## config.mk

```make
export PLATFORM = sky130hd
export DESIGN_NAME = skt_cell
export DESIGN_NICKNAME = d
export VERILOG_FILES = /design/src/hdl/skt_pkg.sv /design/src/hdl/skt_cell.sv
export SDC_FILE = /design/constraint.sdc
export NUM_CORES = 1
export LEC_CHECK = 0
export BUFFER_PORTS_ARGS = -buffer_cell sky130_fd_sc_hd__clkbuf_2
export CORE_AREA = 4 4 159 161
export CTS_CLUSTER_SIZE = 16
export DETAILED_ROUTE_END_ITERATION = 8
export DIE_AREA = 0 0 163 165
export HOLD_SLACK_MARGIN = 0.08
export SLEW_MARGIN = 20
export SYNTH_ARGS = -nofsm -noshare
export SYNTH_HDL_FRONTEND = slang
export SYNTH_SLANG_ARGS = --single-unit
```

## constraint.sdc

```tcl
create_clock -name clk_i -period 12.7 [get_ports clk_i]
set_clock_uncertainty 0.2 [all_clocks]
set_input_delay 2.54 -clock clk_i [delete_from_list [all_inputs] [get_ports clk_i]]
set_output_delay 2.54 -clock clk_i [all_outputs]
set_load 0.03 [all_outputs]
```

## src/hdl/skt_pkg.sv

```systemverilog
// Shared types and codes for the sorted key table insert/remove unit.
package skt_pkg;

  localparam logic ACT_ADD    = 1'b0;
  localparam logic ACT_REMOVE = 1'b1;

  typedef struct packed {
    logic        action;
    logic [63:0] key_bytes;
    logic [3:0]  key_length;
    logic [31:0] entry_handle;
  } in_item_t;

  typedef struct packed {
    logic [7:0] position;
    logic       found;
    logic       table_full;
    logic [8:0] entry_total;
  } out_item_t;

  typedef enum logic [1:0] {
    ST_IDLE,
    ST_CMP,
    ST_UPD
  } state_e;

  typedef enum logic [1:0] {
    UPD_NONE,
    UPD_INSERT,
    UPD_REMOVE,
    UPD_REPLACE
  } upd_kind_e;

  typedef struct packed {
    logic      cmp_en;
    upd_kind_e kind;
  } cell_ctl_t;

endpackage

```

## src/hdl/skt_cell.sv

```systemverilog
// One table slot: holds an entry, compares it with the search key, shifts with its neighbors.
module skt_cell #(
  parameter int KEY_W = 64,
  parameter int LEN_W = 4,
  parameter int HND_W = 32,
  parameter int CNT_W = 9,
  parameter int IDX   = 0
) (
  input  logic              clk_i,
  input  logic              rst_ni,
  input  skt_pkg::cell_ctl_t ctl_i,
  input  logic [CNT_W-1:0]  count_i,
  input  logic [KEY_W-1:0]  new_key_i,
  input  logic [LEN_W-1:0]  new_len_i,
  input  logic [HND_W-1:0]  new_hnd_i,
  input  logic [KEY_W-1:0]  lo_key_i,
  input  logic [LEN_W-1:0]  lo_len_i,
  input  logic [HND_W-1:0]  lo_hnd_i,
  input  logic              lo_before_i,
  input  logic [KEY_W-1:0]  hi_key_i,
  input  logic [LEN_W-1:0]  hi_len_i,
  input  logic [HND_W-1:0]  hi_hnd_i,
  output logic [KEY_W-1:0]  key_o,
  output logic [LEN_W-1:0]  len_o,
  output logic [HND_W-1:0]  hnd_o,
  output logic              before_o,
  output logic              eq_o
);
  import skt_pkg::*;

  logic [KEY_W-1:0] key_q, key_d;
  logic [LEN_W-1:0] len_q, len_d;
  logic [HND_W-1:0] hnd_q, hnd_d;
  logic             before_q, eq_q;
  logic             occ, lt, eq, boundary;

  // Zero-padded keys: ordering is (key, length) lexicographic.
  assign occ = count_i > CNT_W'(IDX);
  assign lt  = {key_q, len_q} < {new_key_i, new_len_i};
  assign eq  = {key_q, len_q} == {new_key_i, new_len_i};
  assign boundary = lo_before_i & ~before_q;

  always_ff @(posedge clk_i or negedge rst_ni) begin
    if (!rst_ni) begin
      before_q <= 1'b0;
      eq_q     <= 1'b0;
    end else if (ctl_i.cmp_en) begin
      before_q <= occ & lt;
      eq_q     <= occ & eq;
    end
  end

  always_comb begin
    key_d = key_q;
    len_d = len_q;
    hnd_d = hnd_q;
    case (ctl_i.kind)
      UPD_INSERT: begin
        if (!before_q) begin
          if (boundary) begin
            key_d = new_key_i;
            len_d = new_len_i;
            hnd_d = new_hnd_i;
          end else begin
            key_d = lo_key_i;
            len_d = lo_len_i;
            hnd_d = lo_hnd_i;
          end
        end
      end
      UPD_REMOVE: begin
        if (!before_q) begin
          key_d = hi_key_i;
          len_d = hi_len_i;
          hnd_d = hi_hnd_i;
        end
      end
      UPD_REPLACE: begin
        if (eq_q) begin
          hnd_d = new_hnd_i;
        end
      end
      default: ;
    endcase
  end

  always_ff @(posedge clk_i) begin
    key_q <= key_d;
    len_q <= len_d;
    hnd_q <= hnd_d;
  end

  assign key_o    = key_q;
  assign len_o    = len_q;
  assign hnd_o    = hnd_q;
  assign before_o = before_q;
  assign eq_o     = eq_q;

endmodule

```

Word-level counts from Yosys, hierarchy flattened
Cells that the tools add are included.
{"block": "classes", "magnitude_cmp": 2, "n_eq_ne": 7, "muxes": 13, "bitwise_logic": 4, "reduce_logical": 4}
{"cell": "$mux W64", "n": 3}
{"cell": "$mux W32", "n": 4}
{"cell": "$pmux W64 S2", "n": 1}
{"cell": "$pmux W32 S3", "n": 1}
{"cell": "$eq A68 B68 Y1", "n": 1}
{"cell": "$lt A68 B68 Y1", "n": 1}
{"cell": "$mux W4", "n": 3}
{"cell": "$gt A9 B1 Y1 const B", "n": 1}
{"cell": "$pmux W4 S2", "n": 1}
{"cell": "$ne A2 B2 Y1 const B", "n": 3}
{"cell": "$eq A2 B2 Y1 const B", "n": 2}
{"cell": "$reduce_and A4 Y1", "n": 1}
{"cell": "$and A1 B1 Y1", "n": 3}
{"cell": "$reduce_and A3 Y1", "n": 1}
{"cell": "$reduce_bool A3 Y1", "n": 1}
{"cell": "$eq A2 B1 Y1 const B", "n": 1}
{"cell": "$reduce_bool A2 Y1", "n": 1}
{"cell": "$not A1 Y1", "n": 1}
{"block": "word_totals", "reg_bits": 102, "inputBits": 315, "out_inout_bits": 102, "wordCells": 35}

Depth between registers and ports, before layout
{"block": "depth", "ltp_word": 5, "mapped_depth": 8, "mapped_depth_nobuf": 8}

Worst setup path before layout
OpenSTA, ideal clock, no wires.
{"block": "synth_path", "path_kind": "in2reg", "from": "input ctl_i[0] (netlist name)", "to": "register hnd_q[0], in the netlist hnd_o[0], enable pin", "arrival_time_ns": 6.788, "required_time_ns": 12.109, "slack_ns": 5.321, "stages": 4, "path_buffers": 1, "cell_sequence": "clkbuf_1 -> xnor2_1 -> nor2_1 -> a31o_1"}
{"block": "synth_between", "elab_chain_len": 3, "elab_cells_between_ends": 8, "cone_classes": "eq/ne: 6; reduce/logical: 2"}
{"item": "start, declared", "line": "skt_cell.sv:11", "source": "input skt_pkg::cell_ctl_t ctl_i,"}
{"item": "$eq A2 B2 Y1 or $eq A2 B1 Y1 (tied branches)", "line": "skt_cell.sv:57", "source": "case (ctl_i.kind)"}
{"item": "$ne A2 B2 Y1 (no line) or $reduce_bool A3 Y1 (tied branches)"}
{"item": "$reduce_and A4 Y1 (no line) *"}
{"item": "end signal, assigned", "line": "skt_cell.sv:90", "source": "hnd_q <= hnd_d;"}
{"item": "end, declared", "line": "skt_cell.sv:33", "source": "logic [HND_W-1:0] hnd_q, hnd_d;"}
Mark *: on every way between the ends. The rest lies on a longest branch, timed or not.
A chain may end at the register's enable or synchronous reset.

Worst setup path after layout
{"block": "layout_path", "from": "input lo_before_i", "to": "register hnd_q[18], in the netlist hnd_o[18], data pin"}
{"block": "layout_between", "elab_chain_len": 4}
{"item": "start, declared", "line": "skt_cell.sv:19", "source": "input logic lo_before_i,"}
{"item": "$and A1 B1 Y1", "line": "skt_cell.sv:41", "source": "assign boundary = lo_before_i & ~before_q;"}
{"item": "$mux W32", "line": "skt_cell.sv:60", "source": "if (boundary) begin"}
{"item": "$mux W32", "line": "skt_cell.sv:59", "source": "if (!before_q) begin"}
{"item": "$pmux W32 S3", "line": "skt_cell.sv:57"}
{"item": "via hnd_d[18]", "line": "skt_cell.sv:33"}
The timed path passes the listed nets, and every way through them passes these cells. The select of a mux whose other input is x is not followed.

==> flow_metrics.tcl <==
set metrics [dict create \
    status "finished, final reports clean" \
    die_y_um 165 \
    drt_wl_total_um 25600 \
    finalCritPeriodShare_pct 42.3 \
    grt_setup_unrepaired "false" \
    slowest_delay_ps 790 \
    fmax_ghz 0.186 \
    synth_compound_area_share_pct 15.6 \
    io_buffers 416 \
    final_nets 1503 \
    reg2reg_slack_ps 9020 \
    rows 57 \
    pin_count 417 \
    critPathRequiredTime_ps 12560 \
    yosys.area_share.adder_pct 11.8 \
    cts-resized-gates 0 \
    antenna_found_initial 0 \
    initial_core_util_pct 30.2 \
    tns_ps 0 \
    worstPathArrival_ps 5230 \
    slew_headroom_pct 31.6 \
    wl_per_cell_um 17.6 \
    p_sw_w 0.000376 \
    reg2reg_depth 6 \
    critPathKind "in -> reg" \
    cts.clk_slew.worst_paths_ps 70 \
    cts_setup_buffers 0 \
    p_comb_share_pct 32.5 \
    grt_pass1_wl_um 37300 \
    hold_class "reg -> reg" \
    n_antenna_cell 0 \
    syn_to_final_growth_pct 37.4 \
    postRouteAntennaNets 0 \
    dieArea_mm2 0.0269 \
    syn_area_mm2 0.00723 \
    cts_inserted_buffers 9 \
    die_w_um 163 \
    cp_top_family "buffers and inverters" \
    finalSetupViolations 0 \
    dr.pass1.iters 5 \
    period_minus_slack_ps 5370 \
    critPathSlowestCell "buf_4" \
    drv_cap 0 \
    cpMostUsedCell "buf_4" \
    final_max_slew_viol_count 0 \
    regArea_mm2 0.00305 \
    p_seq_share_pct 40.7 \
    cts-root-buf "clkbuf_16" \
    clock_latency_ps 350 \
    grt_usage_pct 17.9 \
    gp_congestion 0.869 \
    vias_per_cell 4.74 \
    synth_fp_nets 1108 \
    clkPwrFrac_pct 26.7 \
    synth_mux_area_share_pct 13.8 \
    post-route-drc-count 0 \
    synthSimpleGateAreaFrac_pct 10.5 \
    crit_chain "clkbuf_2 > nor2b_4 > buf_4 > buf_4 > nor2b_1 > a211oi_1 > a21oi_1" \
    worst_pin_slew_ps 1030 \
    avgSynthCellArea_um2 9.97 \
    postLayoutCoreUtil_pct 41.5 \
    synth-xor-area-share_pct 0.121 \
    grt_max_degree 76 \
    cp-end-kind "register" \
    critical_path_buf_inv_count 3 \
    vias 6874 \
    fill_cells 2473 \
    core_mm2 0.0240 \
    yosys.cell_types.count 39 \
    cts_hold_buf 0 \
    internal_power_w 0.000711 \
    whs_path_depth 2 \
    synth_cells 725 \
    min-delay-start "eq_o$_DFFE_PN0P_" \
    regToRegEndpoint "hnd_o[18]$_DFFE_PP_" \
    multiInputGateArea_mm2 0.00377 \
    dpl.hpwl_um 20900 \
    cts_buffer_depth 2 \
    drt-initial-drc-count 433 \
    sw_frac_of_total_pct 34.6 \
    vdd_drop_max_mv 0.0446 \
    grt_pass1_vias 6745 \
    htree_levels 3 \
    cp-start-kind "input port" \
    hold_viol 0 \
    r2r_start "before_o$_DFFE_PN0P_" \
    grt_overflow 0 \
    ys_ff_latch 102 \
    seq_area_frac_synth_pct 42.2 \
    finalPower_w 0.00109 \
    cts_tree "done" \
    power.leakage_nw 4.86 \
    clock_sinks 102 \
    holdPathEnd "eq_o$_DFFE_PN0P_" \
    drive_above_1_share_pct 39.8 \
    power.density_mw_per_mm2 109 \
    critical_path.max_fanout 70 \
    synth_top_family_by_area "compound AO/OA/AOI/OAI gates" \
    ys_warn_count 0 \
]
worst reg2reg max path, stage by stage, from the launching register on:
cell and delay [ps]:
dfrtp_1 540, nor2b_4 750, buf_4 560, buf_4 820, nor2b_1 210, a211oi_1 240
a21oi_1 80
cells in the mapped netlist, drive strengths merged:
cell type  number  area (um^2)
nand3           9         45.0
a21oi          57          285
o41ai           1         8.76
a221oi          2         17.5
a211oi         35          263
o31ai           1         7.51
a221o           3         30.0
nor2b          34          213
nand2          80          300
clkbuf         29          109
ha             68          851
and4bb          1         12.5
nor3            1         5.00
nor2            3         11.3
a31o            1         8.76
buf            11         51.3
nand4          15          100
or4             1         11.3
o32ai           1         8.76
xnor2           1         8.76
o21bai          2         15.0
o21ai          74          374
edfxtp        100         3000
o21a            3         22.5
inv            72          270
dfrtp           2         50.1
nor4            4         40.0
and4            1         10.0
a21o            9         67.6
and3            2         13.8
mux2i         100         1000
a2bb2oi         1         8.76
o211ai          1         7.51
kinds of logic (layout without fill, tap and decap cells):
family | Yosys count | after routing
buffers and inverters | 112 | 512
DFF | 102 | 102
muxes | 100 | 100
AOI/OAI and AO/OA | 191 | 191
adders and majority gates | 68 | 68
and+or+nand+nor | 151 | 151
xor gates and xnor gates | 1 | 1
worst max-delay path by stage:
stage	depth (start not counted)	from	slack (ps)	end
floorplan	4	ctl_i[0]	5320	hnd_o[0]$_DFFE_PP_
global placement	7	lo_before_i	6990	hnd_o[20]$_DFFE_PP_
detailed placement	7	lo_before_i	6950	hnd_o[8]$_DFFE_PP_
CTS	7	lo_before_i	7330	hnd_o[17]$_DFFE_PP_
global route	7	lo_before_i	7120	hnd_o[13]$_DFFE_PP_
finish	7	lo_before_i	7330	hnd_o[18]$_DFFE_PP_
sequential cells by signal, summed over array words and instances (netlist names):
signal	flops
key_o	64
before_o	1
eq_o	1
hnd_o	32
len_o	4
routing by layer:
metal	track usage, %	wire length [um]	vias to the layer above
li1	-	-	3443
met1	22.7	10500	3161
met2	31.0	12700	247
met3	4.12	1890	23
met4	4.31	406	0
met5	0	0	-
cells in the final DEF (no fill, tap or decap), drive strengths merged, types with 8 or more instances in the layout:
cell	Yosys	layout
a211oi	35	35
a21o	9	9
a21oi	57	57
buf	11	8
clkbuf	29	426
edfxtp	100	100
ha	68	68
inv	72	74
mux2i	100	100
nand2	80	80
nand3	9	9
nand4	15	15
nor2b	34	34
o21ai	74	74
power by group through the flow:
stage               registers, W  logic (W)  clock network, W
global route            0.000447   0.000389          0.000315
CTS                     0.000443   0.000359          0.000303
global placement        0.000450   0.000354                 0
finish                  0.000443   0.000354          0.000291
detailed placement      0.000451   0.000357                 0
floorplan               0.000516   0.000153                 0
layout make-up:
type,count,area share (%)
clock buffer,10,2.30
tap,324,4.08
timing repair buffer,424,21.6
sequential,102,30.7
multi-input combinational,511,37.9
inverter,72,2.72
clock inverter,6,0.692
stage by stage:
step                      setup slack (ps)  hold WS [ps]  cell area [um^2]  std cells
after CTS                             7330           391              9940       1449
after global routing                  7120           433              9940       1449
after detailed placement              6950           380              9640       1433
final                                 7330           396              9940       1449
after floorplan                       5320           481              7230        725
after global placement                6990           361              9640       1433
No activity file was read; power rests on OpenSTA's default activity.
